### config.mk
export PLATFORM = sky130hd
export DESIGN_NAME = omr_bubble_mark_reader_top
export DESIGN_NICKNAME = d
export VERILOG_FILES = /design/src/rtl/core/omr_pkg.sv /design/src/rtl/core/omr_front.sv /design/src/rtl/core/omr_queue.sv /design/src/rtl/core/omr_back.sv /design/src/rtl/core/omr_bubble_mark_reader_top.sv
export SDC_FILE = /design/constraint.sdc
export NUM_CORES = 1
export LEC_CHECK = 0
export BUFFER_PORTS_ARGS = -buffer_cell sky130_fd_sc_hd__clkbuf_2
export CAP_MARGIN = 20
export CORE_ASPECT_RATIO = 1.2
export CORE_MARGIN = 8
export CORE_UTILIZATION = 45
export CTS_CLUSTER_SIZE = 25
export DETAILED_ROUTE_END_ITERATION = 10
export SYNTH_ARGS = -nofsm -noshare
export SYNTH_HDL_FRONTEND = slang
export SYNTH_SLANG_ARGS = --single-unit
### constraint.sdc
create_clock -name clk_i -period 9.1 [get_ports clk_i]
set_input_delay 1.365 -clock clk_i [delete_from_list [all_inputs] [get_ports clk_i]]
set_output_delay 1.365 -clock clk_i [all_outputs]
set_load 0.005 [all_outputs]
### src/rtl/core/omr_pkg.sv
// ----------------------------------------------------------------------------
// omr_pkg: shared types and constants of the bubble mark reader
// Count widths, density ratio constants, config codes and the cell record.
// ----------------------------------------------------------------------------
`default_nettype none

package omr_pkg;

  localparam int unsigned CountW     = 13;
  localparam int unsigned IdW        = 16;
  localparam int unsigned ChoiceW    = 4;
  localparam int unsigned PixelW     = 8;
  localparam int unsigned ProdW      = 2 * CountW;
  localparam int unsigned RatioW     = 17;
  localparam int unsigned IdCells    = 16;
  localparam int unsigned QueueDepth = 4;

  localparam logic [CountW-1:0]  CountMax        = '1;
  localparam logic [RatioW-1:0]  DensNum         = 17'd3;
  localparam logic [RatioW-1:0]  DensDen         = 17'd10;
  localparam logic [PixelW-1:0]  ThresholdReset  = 8'd200;
  localparam logic [ChoiceW-1:0] ChoicesReset    = 4'd4;

  typedef enum logic [1:0] {
    CfgThreshold = 2'd0,
    CfgChoices   = 2'd1
  } cfg_idx_e;

  typedef enum logic {
    KindId     = 1'b0,
    KindAnswer = 1'b1
  } result_kind_e;

  // One finished cell as handed from the front to the back
  typedef struct packed {
    logic [CountW-1:0] dark;
    logic [CountW-1:0] total;
    logic              clr;
  } cell_rec_t;

endpackage

`default_nettype wire

### src/rtl/core/omr_front.sv
// ----------------------------------------------------------------------------
// omr_front: pixel classifier and cell counter
// Counts dark and total pixels of the current cell and emits a cell record.
// ----------------------------------------------------------------------------
`default_nettype none

module omr_front (
  input  wire logic                        clk_i,
  input  wire logic                        rst_ni,
  input  wire logic                        in_valid_i,
  output logic                             in_stall_o,
  input  wire logic [omr_pkg::PixelW-1:0]  pixel_i,
  input  wire logic                        cell_end_i,
  input  wire logic                        sheet_start_i,
  input  wire logic [omr_pkg::PixelW-1:0]  threshold_i,
  input  wire logic                        q_full_i,
  output logic                             push_o,
  output omr_pkg::cell_rec_t               rec_o
);
  import omr_pkg::*;

  logic [CountW-1:0] dark_q, dark_d;
  logic [CountW-1:0] pix_q, pix_d;
  logic              clr_q, clr_d;
  logic              accept;
  logic [CountW-1:0] dark_nx, pix_nx, dark_base, pix_base;

  assign in_stall_o = q_full_i;
  assign accept     = in_valid_i && !q_full_i;

  always_comb begin
    // A sheet start clears the counts before this pixel is counted
    dark_base = sheet_start_i ? '0 : dark_q;
    pix_base  = sheet_start_i ? '0 : pix_q;
    pix_nx    = (pix_base != CountMax) ? pix_base + 1'b1 : pix_base;
    dark_nx   = (pixel_i <= threshold_i && dark_base != CountMax) ? dark_base + 1'b1
                                                                   : dark_base;
    rec_o.dark  = dark_nx;
    rec_o.total = pix_nx;
    rec_o.clr   = clr_q || sheet_start_i;
    push_o      = accept && cell_end_i;
    dark_d      = dark_q;
    pix_d       = pix_q;
    clr_d       = clr_q;
    if (accept) begin
      if (cell_end_i) begin
        dark_d = '0;
        pix_d  = '0;
        clr_d  = 1'b0;
      end else begin
        dark_d = dark_nx;
        pix_d  = pix_nx;
        clr_d  = clr_q || sheet_start_i;
      end
    end
  end

  always_ff @(posedge clk_i or negedge rst_ni) begin
    if (!rst_ni) begin
      dark_q <= '0;
      pix_q  <= '0;
      clr_q  <= 1'b0;
    end else begin
      dark_q <= dark_d;
      pix_q  <= pix_d;
      clr_q  <= clr_d;
    end
  end

endmodule

`default_nettype wire

### src/rtl/core/omr_queue.sv
// ----------------------------------------------------------------------------
// omr_queue: cell record queue
// Short FIFO that decouples the pixel front from the decision back.
// ----------------------------------------------------------------------------
`default_nettype none

module omr_queue (
  input  wire logic               clk_i,
  input  wire logic               rst_ni,
  input  wire logic               push_i,
  input  wire omr_pkg::cell_rec_t rec_i,
  input  wire logic               pop_i,
  output omr_pkg::cell_rec_t      rec_o,
  output logic                    full_o,
  output logic                    empty_o
);
  import omr_pkg::*;

  localparam int unsigned PtrW = $clog2(QueueDepth);
  localparam int unsigned CntW = $clog2(QueueDepth + 1);

  cell_rec_t         mem_q [QueueDepth];
  logic [PtrW-1:0]   wr_q, wr_d, rd_q, rd_d;
  logic [CntW-1:0]   cnt_q, cnt_d;

  assign full_o  = (cnt_q == CntW'(QueueDepth));
  assign empty_o = (cnt_q == '0);
  assign rec_o   = mem_q[rd_q];

  always_comb begin
    wr_d  = wr_q;
    rd_d  = rd_q;
    cnt_d = cnt_q;
    if (push_i) begin
      wr_d = (wr_q == PtrW'(QueueDepth - 1)) ? '0 : wr_q + 1'b1;
    end
    if (pop_i) begin
      rd_d = (rd_q == PtrW'(QueueDepth - 1)) ? '0 : rd_q + 1'b1;
    end
    if (push_i && !pop_i) begin
      cnt_d = cnt_q + 1'b1;
    end else if (pop_i && !push_i) begin
      cnt_d = cnt_q - 1'b1;
    end
  end

  always_ff @(posedge clk_i) begin
    if (push_i) begin
      mem_q[wr_q] <= rec_i;
    end
  end

  always_ff @(posedge clk_i or negedge rst_ni) begin
    if (!rst_ni) begin
      wr_q  <= '0;
      rd_q  <= '0;
      cnt_q <= '0;
    end else begin
      wr_q  <= wr_d;
      rd_q  <= rd_d;
      cnt_q <= cnt_d;
    end
  end

  a_no_overflow: assert property (@(posedge clk_i) disable iff (!rst_ni)
    full_o |-> !push_i || pop_i) else $error("queue push while full");
  a_no_underflow: assert property (@(posedge clk_i) disable iff (!rst_ni)
    empty_o |-> !pop_i) else $error("queue pop while empty");
  a_cnt_track: assert property (@(posedge clk_i) disable iff (!rst_ni)
    (push_i && !pop_i) |=> cnt_q == $past(cnt_q) + 1'b1)
    else $error("queue count lost a push");

endmodule

`default_nettype wire

### src/rtl/core/omr_back.sv
// ----------------------------------------------------------------------------
// omr_back: cell decision engine
// Builds the sheet ID and picks the densest qualifying cell of each question.
// ----------------------------------------------------------------------------
`default_nettype none

module omr_back #(
  parameter int unsigned ID_CELLS = omr_pkg::IdCells
) (
  input  wire logic                         clk_i,
  input  wire logic                         rst_ni,
  input  wire omr_pkg::cell_rec_t           rec_i,
  input  wire logic                         q_empty_i,
  output logic                              pop_o,
  input  wire logic [omr_pkg::ChoiceW-1:0]  choices_i,
  output logic                              out_valid_o,
  input  wire logic                         out_stall_i,
  output logic                              result_kind_o,
  output logic [omr_pkg::IdW-1:0]           sheet_id_o,
  output logic [omr_pkg::ChoiceW-1:0]       choice_o
);
  import omr_pkg::*;

  localparam int unsigned IdCntW = $clog2(ID_CELLS + 1);

  typedef struct packed {
    logic [CountW-1:0] dark;
    logic [CountW-1:0] total;
    logic              clr;
    logic              qual;
    logic              id_bit;
    logic [ProdW-1:0]  prod_new;
    logic [ProdW-1:0]  prod_best;
  } stage_t;

  stage_t             s1_q, s1_d;
  logic               s1_valid_q, s1_valid_d;

  logic [CountW-1:0]  best_dark_q, best_dark_d;
  logic [CountW-1:0]  best_total_q, best_total_d;
  logic [ChoiceW-1:0] best_choice_q, best_choice_d;
  logic [ChoiceW-1:0] ciq_q, ciq_d;
  logic [IdCntW-1:0]  id_done_q, id_done_d;
  logic [IdW-1:0]     id_bits_q, id_bits_d;

  logic               out_valid_q, out_valid_d;
  logic               kind_q, kind_d;
  logic [IdW-1:0]     sheet_id_q, sheet_id_d;
  logic [ChoiceW-1:0] choice_q, choice_d;

  logic               out_free, fire;

  assign out_free = !out_valid_q || !out_stall_i;
  assign fire     = s1_valid_q && out_free;
  // Take a new cell only once the previous one has updated the best-so-far
  assign pop_o    = !s1_valid_q && !q_empty_i;

  // Stage 1: ratio check and cross products against the current best
  always_comb begin
    s1_d.dark      = rec_i.dark;
    s1_d.total     = rec_i.total;
    s1_d.clr       = rec_i.clr;
    s1_d.qual      = (rec_i.total != '0) &&
                     (RatioW'(rec_i.dark) * DensDen >= RatioW'(rec_i.total) * DensNum);
    s1_d.id_bit    = (rec_i.total != '0) &&
                     ({rec_i.dark, 1'b0} >= {1'b0, rec_i.total});
    s1_d.prod_new  = ProdW'(rec_i.dark) * ProdW'(best_total_q);
    s1_d.prod_best = ProdW'(best_dark_q) * ProdW'(rec_i.total);
    s1_valid_d     = pop_o ? 1'b1 : (fire ? 1'b0 : s1_valid_q);
  end

  // Stage 2: apply sheet clear, then update ID or question state
  always_comb begin
    logic [ChoiceW-1:0] bc_eff, ciq_eff, ciq_nx, cpq;
    logic [IdCntW-1:0]  idd_eff;
    logic [IdW-1:0]     idb_eff;
    logic [CountW-1:0]  bd_eff, bt_eff;
    logic               better;

    bd_eff  = s1_q.clr ? '0 : best_dark_q;
    bt_eff  = s1_q.clr ? '0 : best_total_q;
    bc_eff  = s1_q.clr ? '0 : best_choice_q;
    ciq_eff = s1_q.clr ? '0 : ciq_q;
    idd_eff = s1_q.clr ? '0 : id_done_q;
    idb_eff = s1_q.clr ? '0 : id_bits_q;
    cpq     = (choices_i == '0) ? ChoiceW'(1) : choices_i;
    ciq_nx  = ciq_eff + 1'b1;
    better  = (bc_eff == '0) || (s1_q.prod_new > s1_q.prod_best);

    best_dark_d   = best_dark_q;
    best_total_d  = best_total_q;
    best_choice_d = best_choice_q;
    ciq_d         = ciq_q;
    id_done_d     = id_done_q;
    id_bits_d     = id_bits_q;
    out_valid_d   = out_valid_q && out_stall_i;
    kind_d        = kind_q;
    sheet_id_d    = sheet_id_q;
    choice_d      = choice_q;

    if (fire) begin
      best_dark_d   = bd_eff;
      best_total_d  = bt_eff;
      best_choice_d = bc_eff;
      ciq_d         = ciq_eff;
      id_done_d     = idd_eff;
      id_bits_d     = idb_eff;
      if (idd_eff < IdCntW'(ID_CELLS)) begin
        id_bits_d = {idb_eff[IdW-2:0], s1_q.id_bit};
        id_done_d = idd_eff + 1'b1;
        if (idd_eff + 1'b1 == IdCntW'(ID_CELLS)) begin
          out_valid_d = 1'b1;
          kind_d      = KindId;
          sheet_id_d  = {idb_eff[IdW-2:0], s1_q.id_bit};
          choice_d    = '0;
        end
      end else begin
        ciq_d = ciq_nx;
        if (s1_q.qual && better) begin
          best_dark_d   = s1_q.dark;
          best_total_d  = s1_q.total;
          best_choice_d = ciq_nx;
        end
        if (ciq_nx >= cpq) begin
          out_valid_d   = 1'b1;
          kind_d        = KindAnswer;
          sheet_id_d    = '0;
          choice_d      = (s1_q.qual && better) ? ciq_nx : bc_eff;
          best_dark_d   = '0;
          best_total_d  = '0;
          best_choice_d = '0;
          ciq_d         = '0;
        end
      end
    end
  end

  always_ff @(posedge clk_i) begin
    if (pop_o) begin
      s1_q <= s1_d;
    end
    sheet_id_q <= sheet_id_d;
    choice_q   <= choice_d;
    kind_q     <= kind_d;
  end

  always_ff @(posedge clk_i or negedge rst_ni) begin
    if (!rst_ni) begin
      s1_valid_q    <= 1'b0;
      best_dark_q   <= '0;
      best_total_q  <= '0;
      best_choice_q <= '0;
      ciq_q         <= '0;
      id_done_q     <= '0;
      id_bits_q     <= '0;
      out_valid_q   <= 1'b0;
    end else begin
      s1_valid_q    <= s1_valid_d;
      best_dark_q   <= best_dark_d;
      best_total_q  <= best_total_d;
      best_choice_q <= best_choice_d;
      ciq_q         <= ciq_d;
      id_done_q     <= id_done_d;
      id_bits_q     <= id_bits_d;
      out_valid_q   <= out_valid_d;
    end
  end

  assign out_valid_o   = out_valid_q;
  assign result_kind_o = kind_q;
  assign sheet_id_o    = sheet_id_q;
  assign choice_o      = choice_q;

  a_pop_when_free: assert property (@(posedge clk_i) disable iff (!rst_ni)
    s1_valid_q |-> !pop_o) else $error("cell popped over a pending cell");
  a_id_bound: assert property (@(posedge clk_i) disable iff (!rst_ni)
    id_done_q <= IdCntW'(ID_CELLS)) else $error("ID cell count past limit");
  a_choice_bound: assert property (@(posedge clk_i) disable iff (!rst_ni)
    best_choice_q <= ciq_q) else $error("best choice beyond current cell");
  a_ciq_bound: assert property (@(posedge clk_i) disable iff (!rst_ni)
    ciq_q != '1) else $error("question cell count did not wrap");

endmodule

`default_nettype wire

### src/rtl/core/omr_bubble_mark_reader_top.sv
// ----------------------------------------------------------------------------
// omr_bubble_mark_reader_top: answer sheet bubble mark reader
// Pixel stream in, sheet ID and per-question answers out.
// ----------------------------------------------------------------------------
// Pixels are taken one per clock as long as the cells average two or more
// pixels and the output is not stalled. The front counts one pixel per clock
// and drops one cell record per finished cell into a four-entry queue; the
// back takes each cell through two steps (cross products in the first,
// compare and best update in the second) and pops no new cell before the
// last one is done, so a run of one-pixel cells fills the queue and stalls
// the input. A result passes the queue, the stage 1 register and the output
// register, waits behind earlier cells still queued, and is held in the
// output register while stalled. Configuration writes are always ready.
`default_nettype none

module omr_bubble_mark_reader_top #(
  parameter int unsigned ID_CELLS = omr_pkg::IdCells
) (
  input  wire logic                         clk_i,
  input  wire logic                         rst_ni,
  input  wire logic                         in_valid_i,
  output logic                              in_stall_o,
  input  wire logic [omr_pkg::PixelW-1:0]   pixel_i,
  input  wire logic                         cell_end_i,
  input  wire logic                         sheet_start_i,
  output logic                              out_valid_o,
  input  wire logic                         out_stall_i,
  output logic                              result_kind_o,
  output logic [omr_pkg::IdW-1:0]           sheet_id_o,
  output logic [omr_pkg::ChoiceW-1:0]       choice_o,
  input  wire logic                         cfg_valid_i,
  output logic                              cfg_ready_o,
  input  wire logic [1:0]                   cfg_index_i,
  input  wire logic [omr_pkg::PixelW-1:0]   cfg_data_i
);
  import omr_pkg::*;

  logic [PixelW-1:0]  threshold_q, threshold_d;
  logic [ChoiceW-1:0] choices_q, choices_d;
  logic               q_full, q_empty, push, pop;
  cell_rec_t          rec_in, rec_out;

  assign cfg_ready_o = 1'b1;

  always_comb begin
    threshold_d = threshold_q;
    choices_d   = choices_q;
    if (cfg_valid_i) begin
      case (cfg_idx_e'(cfg_index_i))
        CfgThreshold: threshold_d = cfg_data_i;
        CfgChoices:   choices_d   = cfg_data_i[ChoiceW-1:0];
        default: ;
      endcase
    end
  end

  always_ff @(posedge clk_i or negedge rst_ni) begin
    if (!rst_ni) begin
      threshold_q <= ThresholdReset;
      choices_q   <= ChoicesReset;
    end else begin
      threshold_q <= threshold_d;
      choices_q   <= choices_d;
    end
  end

  omr_front u_front (
    .clk_i         (clk_i),
    .rst_ni        (rst_ni),
    .in_valid_i    (in_valid_i),
    .in_stall_o    (in_stall_o),
    .pixel_i       (pixel_i),
    .cell_end_i    (cell_end_i),
    .sheet_start_i (sheet_start_i),
    .threshold_i   (threshold_q),
    .q_full_i      (q_full),
    .push_o        (push),
    .rec_o         (rec_in)
  );

  omr_queue u_queue (
    .clk_i   (clk_i),
    .rst_ni  (rst_ni),
    .push_i  (push),
    .rec_i   (rec_in),
    .pop_i   (pop),
    .rec_o   (rec_out),
    .full_o  (q_full),
    .empty_o (q_empty)
  );

  omr_back #(
    .ID_CELLS (ID_CELLS)
  ) u_back (
    .clk_i         (clk_i),
    .rst_ni        (rst_ni),
    .rec_i         (rec_out),
    .q_empty_i     (q_empty),
    .pop_o         (pop),
    .choices_i     (choices_q),
    .out_valid_o   (out_valid_o),
    .out_stall_i   (out_stall_i),
    .result_kind_o (result_kind_o),
    .sheet_id_o    (sheet_id_o),
    .choice_o      (choice_o)
  );

endmodule

`default_nettype wire

==> impl_metrics.yaml, run 1 <==
run_status:
  run_status: "complete, no violations"
worst_setup_path:
  crit-reg2reg-capture: "u_back.s1_q[51]$_DFFE_PP_"
  r2r_cells: 20
  r2r_start: "u_queue.rd_q[0]$_DFFE_PN0P_"
  reg2reg_slack_ns: 1.98
  cp-endpoint: "u_back.s1_q[51]$_DFFE_PP_"
  path_common_cell: "fa_1"
  worstSetupEndpointType: "register"
  cp_max_fo: 30
  slowest_stage: "dfrtp_2"
  cp-startpoint: "u_queue.rd_q[0]$_DFFE_PN0P_"
  crit_chain: "mux4_2, and2_1, fa_1, inv_1, fa_1, inv_1, fa_1, fa_1, inv_1, fa_1, inv_1, ha_1, and3_1, a221oi_1, o21ai_1, o2bb2ai_1, o41ai_2, o2111ai_1, a21oi_1, xnor2_1"
  criticalPathCategory: "reg2reg"
  slowest_delay_ns: 0.98
  arrival_ns: 7.41
  cp-start-kind: "register"
  required_ns: 9.39
sta:
  fmax_mhz: 140
  rsz0062_at_grt: "no"
  min_period_ns: 7.12
  fin_skew_ns: 0.0200
  fin_tns_setup_ns: 0
  finalCritPeriodShare_pct: 78.3
  setup_violations: 0
  worstMarginPinSlew_ns: 1.09
  hold_viol: 0
  slew_viol_final: 0
  relSlewSlack_pct: 27.2
  fin_ws_ns: 1.98
power:
  p_leak_uw: 0.0132
  p_per_area_nw_per_um2: 231
  power_uw: 6590
  ir_worst_vdd_mv: 0.169
floorplanning:
  ios: 49
  row_count: 97
  initial_core_util_pct: 45.4
  core_um2: 58100
  die_w_um: 237
  fp.dieH_um: 281
  die-area_um2: 66700
yosys:
  synth_area_leaders: "edfxtp_1, fa_1, ha_1"
  synth_warnings: 0
  synth.distinct_cells: 85
  synth_edf_count: 210
  ys_ff_latch: 312
  synth_flop_cell: "edfxtp_1"
  post-synth-top-area-cell: "edfxtp_1"
  ys_seq_area_share_pct: 33.6
  yosysTopAreaCellShare_pct: 23.9
  synth_fa_ha_area_share_pct: 30.9
  async_reset_ff_share_pct: 32.7
  syn_inst: 2495
  synth_area_per_cell_um2: 10.6
  synthSimpleGateAreaFrac_pct: 14.6
  yosys-mux-area-fraction_pct: 3.22
  netlist_area_um2: 26400
  synth_top_family_by_area: "adder cells"
  synthXorXnorAreaFrac_pct: 2.79
  syn_nets: 3024
  synth_compound_area_share_pct: 7.60
final_layout:
  multi_input_area_um2: 15600
  fin_nets: 3028
  ff_latch_area_um2: 8860
  instances_no_fill: 3269
  final_common_cell: "inv_1"
  drive_above_1_share_pct: 7.99
  final_cell_mix: "inv_1, nand2_1, ha_1"
  diodes: 0
  final_cell_area_um2: 28500
  fillers: 5227
  area_delta_synth_final_pct: 8.18
clock_tree:
  cts_buffers: 36
  clk_latency_ns: 0.55
  cts_tree: "built"
  cts.path.max_buffers: 3
  clockRootBuffer: "clkbuf_16"
  clkTransAtPathRegs_ns: 0.06
  postCtsSetupRepairBufs: 0
  clock_sinks: 312
  h-tree-depth: 2
  cts_hold_buf: 0
  cts_resized: 0
place:
  dp_hpwl_mm: 45.1
  routabilityCongestion: 0.844
  place_ws_ns: 1.90
  placed_cell_area_um2: 27300
  placed_cells: 3203
  port_buffers: 47
global_route:
  grt_pass1_wl_mm: 97.1
  grt-ovfl-total: 0
  grt_max_degree: 74
  grt_use_total_pct: 18.1
  antenna_found_initial: 0
  grt_pass1_vias: 18400
routing:
  drtPass1Iterations: 5
  dr.first_iter.drc_count: 845
  drc: 0
  wl_per_cell_um: 18.3
  viasPerCell: 5.31
  dr_total_vias: 17300
  routed_wl_mm: 59.8
  ant_nets: 0
flow_run:
  drv_cap: 0
min_path:
  hold_path.class: "reg2reg"
## metal layers
layer / share of wire [%] / vias up / global-route usage [%]
met2: 51 / 305 / 32.5
met3: 3.5 / 76 / 2.53
met4: 2.8 / 0 / 5.60
li1: - / 8263 / -
met1: 43 / 8699 / 22.4
met5: 0 / - / 0
## stage by stage
step                hold slack (ns)  utilization (%)
global route                  0.524             49.1
finish                        0.502             49.1
CTS                           0.503             49.1
global placement              0.471             47.0
floorplan                     0.456                -
detailed placement            0.484             47.0
## synthesized netlist by cell type (4+ instances only)
| library cell | n |
|---|---|
| nor2b_1 | 27 |
| buf_2 | 17 |
| xnor2_1 | 52 |
| nor3b_1 | 5 |
| o211ai_1 | 37 |
| o31ai_1 | 5 |
| buf_1 | 7 |
| o21ai_1 | 13 |
| a21oi_1 | 63 |
| or3_1 | 8 |
| o21a_1 | 9 |
| nor2_1 | 72 |
| edfxtp_1 | 210 |
| fa_1 | 246 |
| and3_1 | 12 |
| o21ai_0 | 42 |
| nand2b_1 | 11 |
| a22o_1 | 28 |
| a211oi_1 | 9 |
| dfrtp_1 | 98 |
| nand4_1 | 14 |
| and2_1 | 180 |
| nor3_1 | 23 |
| mux2_2 | 12 |
| dfstp_2 | 4 |
| nand3_1 | 77 |
| ha_1 | 258 |
| mux4_2 | 27 |
| a21o_1 | 42 |
| a31oi_1 | 4 |
| o21bai_1 | 7 |
| xor2_1 | 32 |
| nand2_1 | 283 |
| o2111ai_1 | 4 |
| mux2i_1 | 9 |
| inv_1 | 408 |
| clkbuf_1 | 71 |
## report_power, final
part / total (µW) / switching (µW) / leakage, µW / internal (µW)
clock: 1510 / 617 / 0.000600 / 889
combinational: 3000 / 1880 / 0.00927 / 1120
sequential: 2080 / 189 / 0.00337 / 1900
## final cells by class
cell class              instances  share of cell area (%)
multi-input cells            1678                    54.7
flip-flops and latches        312                    31.1
inverters                     408                    5.37
clock buffers                  42                    3.38
well taps                     742                    3.25
repair buffers                 63                    1.25
clock inverters                24                   0.951
## critical path, delay by kind of cell, from the launching register on
| kind | cells | cell delay (ns) |
|---|---|---|
| buf+inv | 4 | 0.23 |
| simple gates | 2 | 0.52 |
| compound gates | 6 | 1.35 |
| xor+xnor | 1 | 0.08 |
| mux | 1 | 0.84 |
| flops | 1 | 0.98 |
| fa+ha+maj | 6 | 2.82 |
## sequential cells by signal (all words and copies together) (netlist names), 4 cells and up
register              flops
u_front.dark_q           13
u_back.choice_o           4
u_back.ciq_q              4
u_back.best_choice_q      4
u_front.pix_q            13
u_back.id_bits_q         15
choices_q                 4
u_back.id_done_q          5
u_back.best_total_q      13
u_back.s1_q              81
u_queue.mem_q           108
u_back.best_dark_q       13
threshold_q               8
u_back.sheet_id_o        16
## cell families (layout without fill, tap and decap cells)
logic type | after synthesis | after routing
xor gates and xnor gates | 84 | 84
and+or+nand+nor | 745 | 745
adders and majority gates | 504 | 504
other | 1 | 1
muxes | 49 | 49
DFF | 312 | 312
buffers and inverters | 505 | 537
AOI/OAI and AO/OA | 295 | 295
## worst min-delay path by stage
| stage | start | to | slack [ns] | cells past startpoint |
|---|---|---|---|---|
| after global placement | u_queue.cnt_q[2]$_DFFE_PN0P_ | u_queue.cnt_q[2]$_DFFE_PN0P_ | 0.47 | 1 |
| after detailed placement | u_back.id_bits_q[14]$_DFFE_PN0P_ | u_back.id_bits_q[14]$_DFFE_PN0P_ | 0.48 | 1 |
| final | u_queue.cnt_q[2]$_DFFE_PN0P_ | u_queue.cnt_q[2]$_DFFE_PN0P_ | 0.50 | 1 |
| after floorplan | u_queue.cnt_q[2]$_DFFE_PN0P_ | u_queue.cnt_q[2]$_DFFE_PN0P_ | 0.46 | 1 |
| after CTS | u_back.id_bits_q[14]$_DFFE_PN0P_ | u_back.id_bits_q[14]$_DFFE_PN0P_ | 0.50 | 1 |
| after global routing | u_front.dark_q[0]$_DFFE_PN0P_ | u_front.dark_q[0]$_DFFE_PN0P_ | 0.52 | 1 |
Power figures use the tool's default switching activity.
==> run 2, diff against run 1 <==
==> constraint.sdc (replaced) <==
create_clock -name clk_i -period 6.5 [get_ports clk_i]
set_input_delay 0.975 -clock clk_i [delete_from_list [all_inputs] [get_ports clk_i]]
set_output_delay 0.975 -clock clk_i [all_outputs]
set_load 0.005 [all_outputs]
==> impl_metrics.yaml, run 2 (synthesis gave the netlist of run 1 again) <==
power:
  p_per_area_nw_per_um2: 326
  p_leak_uw: 0.0137
  ir_worst_vdd_mv: 0.325
routing:
  wl_per_cell_um: 19.0
  dr.first_iter.drc_count: 1061
  ant_nets: 0
  routed_wl_mm: 63.7
  viasPerCell: 5.38
  dr_total_vias: 18000
  drtPass1Iterations: 5
  drc: 0
final_layout:
  largest_reg_flops: 108
  area_delta_synth_final_pct: 11.6
  instances_no_fill: 3350
  final_cell_area_um2: 29400
  final_cell_mix: "inv_1, nand2_1, ha_1"
  utilization_pct: 50.6
  diodes: 0
  fin_nets: 3111
  drive_above_1_share_pct: 12.3
  regMostFlops: "u_queue.mem_q"
  fillers: 5185
  final_common_cell: "inv_1"
worst_setup_path:
  crit_chain: "buf_12, mux4_2, and2_1, fa_1, inv_1, fa_1, inv_1, fa_1, fa_1, inv_1, fa_1, inv_1, ha_1, o21ai_0, nor2_2, o221ai_4, a31oi_4, a211oi_2, o21bai_1, a21o_1, xor2_1"
  slowest_stage: "mux4_2"
  reg2reg_slack_ns: 0.15
  cp_max_fo: 8
  criticalPathCategory: "reg2reg"
  required_ns: 6.78
  path_common_cell: "fa_1"
  cp-start-kind: "register"
  arrival_ns: 6.63
  crit_buf_inv: 5
  slowest_delay_ns: 0.63
  cp_top_family: "adder cells"
  crit-reg2reg-capture: "u_back.s1_q[22]$_DFFE_PP_"
  r2r_cells: 21
  r2r_start: "u_queue.rd_q[0]$_DFFE_PN0P_"
  worstSetupEndpointType: "register"
clock_tree:
  cts_hold_buf: 0
  clock_sinks: 312
  h-tree-depth: 2
  clockRootBuffer: "clkbuf_16"
  clk_latency_ns: 0.56
  clkTransAtPathRegs_ns: 0.06
  cts_buffers: 35
  cts_tree: "built"
  cts.path.max_buffers: 3
place:
  placed_cell_area_um2: 27700
  placed_cells: 3252
  dp_hpwl_mm: 47.9
  routabilityCongestion: 0.868
  place_ws_ns: 0.0589
  port_buffers: 47
floorplanning:
  ios: 49
  initial_core_util_pct: 45.4
  die-area_um2: 66700
  fp.dieH_um: 281
  die_w_um: 237
  row_count: 97
  core_um2: 58100
global_route:
  grt-ovfl-total: 0
  grt_max_degree: 70
  grt_pass1_wl_mm: 100
  grt_pass1_vias: 18700
  grt_use_total_pct: 18.8
  antenna_found_initial: 0
run_status:
  run_status: "complete, no violations"
sta:
  setup_violations: 0
  rsz0062_at_grt: "yes"
  fin_skew_ns: 0.0257
  fmax_mhz: 157
  worstMarginPinSlew_ns: 1.07
  slew_viol_final: 0
  fin_ws_ns: 0.148
  hold_viol: 0
  min_period_ns: 6.35
  relSlewSlack_pct: 28.3
  finalCritPeriodShare_pct: 97.7
min_path:
  hold_path.class: "in2async"
flow_run:
  drv_cap: 0
## run 2: changes by cell type in the layout (fill, tap and decap cells not counted), moves of 6 or more
cell,previous run,this run
buf_4,17,85
and2_1,179,163
and2_4,0,16
ha_1,258,251
buf_6,0,6
## run 2: metrics by stage
stage / setup TNS, ns / hold WS (ns) / total power, µW
finish: 0 / 0.475 / 9610
global route: -0.152 / 0.520 / 10300
CTS: 0 / 0.482 / 9420
detailed placement: 0 / 0.484 / 7380
global placement: 0 / 0.479 / 7250
floorplan: 0 / 0.456 / 5920
## run 2: worst reg2reg max path, delay by kind of cell (launching register included)
family	cells	cell delay, ns
flops	1	0.48
buf+inv	5	0.39
mux	1	0.63
compound gates	6	1.22
xor+xnor	1	0.14
simple gates	2	0.35
fa+ha+maj	6	2.89
## run 2: layout make-up
| cell class | instances | area, µm² | share of cell area [%] |
|---|---|---|---|
| multi-input combinational | 1681 | 15900 | 54.0 |
| sequential | 312 | 8860 | 30.1 |
| inverter | 408 | 1530 | 5.20 |
| timing repair buffer | 144 | 1080 | 3.67 |
| tap | 742 | 928 | 3.15 |
| clock buffer | 41 | 898 | 3.05 |
| clock inverter | 22 | 231 | 0.786 |
## run 2: worst max-delay path by stage
stage	start	end	slack (ns)	depth (start not counted)
after global routing	u_queue.rd_q[0]$_DFFE_PN0P_	u_back.s1_q[22]$_DFFE_PP_	-0.06	21
after detailed placement	u_queue.rd_q[0]$_DFFE_PN0P_	u_back.s1_q[49]$_DFFE_PP_	0.06	22
final	u_queue.rd_q[0]$_DFFE_PN0P_	u_back.s1_q[22]$_DFFE_PP_	0.15	21
after global placement	u_queue.rd_q[0]$_DFFE_PN0P_	u_back.s1_q[22]$_DFFE_PP_	0.14	20
after floorplan	u_queue.rd_q[0]$_DFFE_PN0P_	u_back.s1_q[51]$_DFFE_PP_	0.03	21
after CTS	u_queue.rd_q[0]$_DFFE_PN0P_	u_back.s1_q[22]$_DFFE_PP_	0.07	20
## run 2: per-layer routing
metal	vias to the layer above	global-route usage (%)	routed length [µm]
met5	-	0	0
met4	0	6.74	2050
met3	104	2.64	2520
met2	383	33.2	32500
met1	9064	23.3	26700
li1	8456	-	-
## run 2: where the power goes
part | internal, µW | total [µW] | switching [µW]
Combinational | 1910 | 4760 | 2850
Sequential | 2660 | 2860 | 200
Clock | 1160 | 1990 | 827
## run 2: repair_timing
action                     CTS  global route
setup buffers                0            29
setup endpoints to repair    0             8
resized for setup            0            53
==> run 3, diff against run 2 <==
--- a/config.mk
+++ b/config.mk
@@ -6,12 +6,14 @@
 export NUM_CORES = 1
 export LEC_CHECK = 0
 export BUFFER_PORTS_ARGS = -buffer_cell sky130_fd_sc_hd__clkbuf_2
-export CAP_MARGIN = 20
+export CELL_PAD_IN_SITES_DETAIL_PLACEMENT = 1
+export CELL_PAD_IN_SITES_GLOBAL_PLACEMENT = 1
 export CORE_ASPECT_RATIO = 1.2
 export CORE_MARGIN = 8
 export CORE_UTILIZATION = 45
 export CTS_CLUSTER_SIZE = 25
 export DETAILED_ROUTE_END_ITERATION = 10
+export PLACE_DENSITY_LB_ADDON = 0.1
 export SYNTH_ARGS = -nofsm -noshare
 export SYNTH_HDL_FRONTEND = slang
 export SYNTH_SLANG_ARGS = --single-unit
==> impl_metrics.yaml, run 3 (synthesis gave the netlist of run 1 again) <==
sta:
  rsz0062_at_grt: "yes"
  min_period_ns: 6.39
  fin_tns_setup_ns: 0
  relSlewSlack_pct: 33.2
  hold_viol: 0
  worstMarginPinSlew_ns: 0.999
  setup_violations: 0
  slew_viol_final: 0
  fmax_mhz: 157
  finalCritPeriodShare_pct: 98.3
  fin_skew_ns: 0.0329
final_layout:
  final_common_cell: "inv_1"
  instances_no_fill: 3375
  area_delta_synth_final_pct: 12.5
  final_cell_mix: "inv_1, nand2_1, ha_1"
  diodes: 0
  drive_above_1_share_pct: 12.4
  fin_nets: 3133
  regMostFlops: "u_queue.mem_q"
  largest_reg_flops: 108
place:
  routabilityCongestion: 0.863
  port_buffers: 47
  placed_cells: 3271
  dp_hpwl_mm: 54.8
routing:
  drc: 0
  drtPass1Iterations: 4
  viasPerCell: 5.40
  wl_per_cell_um: 21.2
  routed_wl_mm: 71.4
  dr.first_iter.drc_count: 875
  ant_nets: 0
  dr_total_vias: 18200
worst_setup_path:
  path_common_cell: "fa_1"
  slowest_stage: "mux4_2"
  criticalPathCategory: "reg2reg"
  cp-start-kind: "register"
  required_ns: 6.83
  arrival_ns: 6.71
  cp_max_fo: 8
  slowest_delay_ns: 0.61
  crit_buf_inv: 8
  cp_top_family: "adder cells"
  crit_chain: "buf_12, buf_12, buf_4, mux4_2, and2_4, fa_1, inv_1, fa_1, inv_1, fa_1, fa_1, inv_1, fa_1, inv_1, ha_1, a21o_1, a21oi_2, o21ai_2, o2bb2ai_4, o41ai_4, buf_4, o21bai_1, a21oi_1, xnor2_1"
  worstSetupEndpointType: "register"
floorplanning:
  die-area_um2: 66700
  initial_core_util_pct: 45.4
  fp.dieH_um: 281
  row_count: 97
  ios: 49
  die_w_um: 237
  core_um2: 58100
power:
  ir_worst_vdd_mv: 0.276
  p_leak_uw: 0.0138
  p_per_area_nw_per_um2: 335
run_status:
  run_status: "complete, no violations"
global_route:
  grt_max_degree: 65
  grt_pass1_wl_mm: 112
  antenna_found_initial: 2
  grt_use_total_pct: 21.4
  grt-ovfl-total: 0
  grt_pass1_vias: 20400
clock_tree:
  cts_buffers: 37
  cts.path.max_buffers: 3
  clock_sinks: 312
  h-tree-depth: 2
  clk_latency_ns: 0.59
  cts_tree: "built"
  clkTransAtPathRegs_ns: 0.06
  clockRootBuffer: "clkbuf_16"
min_path:
  hold_path.class: "in2async"
flow_run:
  drv_cap: 0
==> run 3: cell count changes in the layout (fill, tap and decap cells not counted), moves of 4 or more <==
cell,before,now
and2_4,16,3
clkbuf_8,0,4
and2_1,163,176
clkinv_1,5,0
clkbuf_16,37,41
clkbuf_1,6,11
buf_4,85,101
==> run 3: layout make-up <==
cell class	instances	area, µm²
sequential	312	8860
multi-input combinational	1679	15800
tap	742	928
timing repair buffer	166	1300
clock buffer	53	1050
inverter	408	1530
fill	6231	28500
clock inverter	15	195
==> run 3: metrics by stage <==
step	cell area (µm²)	util, %	hold WS [ns]	worst slack [ns]	total power, µW
detailed placement	27900	47.9	0.480	0.0699	7570
floorplan	26400	-	0.456	0.0287	5920
global placement	27900	47.9	0.477	0.156	7340
global route	29700	51.0	0.433	-0.0733	10600
finish	29700	51.0	0.399	0.112	9930
CTS	29100	50.0	0.397	0.0403	9750
==> run 3: final timing paths <==
check                                        startpoint                      endpoint  slack, ns  cells past startpoint
max                         u_queue.rd_q[0]$_DFFE_PN0P_     u_back.s1_q[49]$_DFFE_PP_       0.11                     24
min                                              rst_ni    threshold_q[0]$_DFFE_PN0P_       0.40                      1
max reg2reg                 u_queue.rd_q[0]$_DFFE_PN0P_     u_back.s1_q[49]$_DFFE_PP_       0.11                     24
min reg2reg                u_queue.cnt_q[2]$_DFFE_PN0P_  u_queue.cnt_q[2]$_DFFE_PN0P_       0.49                      1
max in group asynchronous                        rst_ni   u_queue.rd_q[0]$_DFFE_PN0P_       4.72                      2
min in group clk_i         u_queue.cnt_q[2]$_DFFE_PN0P_  u_queue.cnt_q[2]$_DFFE_PN0P_       0.49                      1
==> run 3: per-layer routing <==
metal  vias to the layer above  global-route usage (%)  part of all wire [%]
li1                       8474                       -                     -
met1                      9390                    25.9                    42
met2                       247                    39.3                    51
met3                       111                    2.97                   3.3
met4                         0                    6.52                   2.8
met5                         -                       0                     0
==> run 3: what timing repair did <==
| action | 4_1_cts | 5_1_grt |
|---|---|---|
| setup endpoints to repair | 0 | 11 |
| hold buffers | 0 | 0 |
| buffers inserted | 0 | 32 |
| resized for setup | 0 | 42 |
| endpoints found under the hold margin | 0 | 0 |
==> run 3: power breakdown <==
group | leakage, µW | internal [µW] | switching, µW | total [µW]
clock | 0.000599 | 1230 | 896 | 2120
sequential | 0.00337 | 2660 | 211 | 2870
combinational | 0.00984 | 1990 | 2950 | 4950
total | 0.0138 | 5870 | 4060 | 9930
==> run 3: worst register-to-register path: stages, from the launching register on <==
cell       delay, ns
dfrtp_2         0.43
buf_12          0.14
buf_12          0.14
buf_4           0.13
mux4_2          0.61
and2_4          0.25
fa_1            0.47
inv_1           0.05
fa_1            0.54
inv_1           0.05
fa_1            0.48
fa_1            0.50
inv_1           0.05
fa_1            0.48
inv_1           0.05
ha_1            0.30
a21o_1          0.20
a21oi_2         0.19
o21ai_2         0.12
o2bb2ai_4       0.15
o41ai_4         0.32
buf_4           0.17
o21bai_1        0.07
a21oi_1         0.17
xnor2_1         0.08
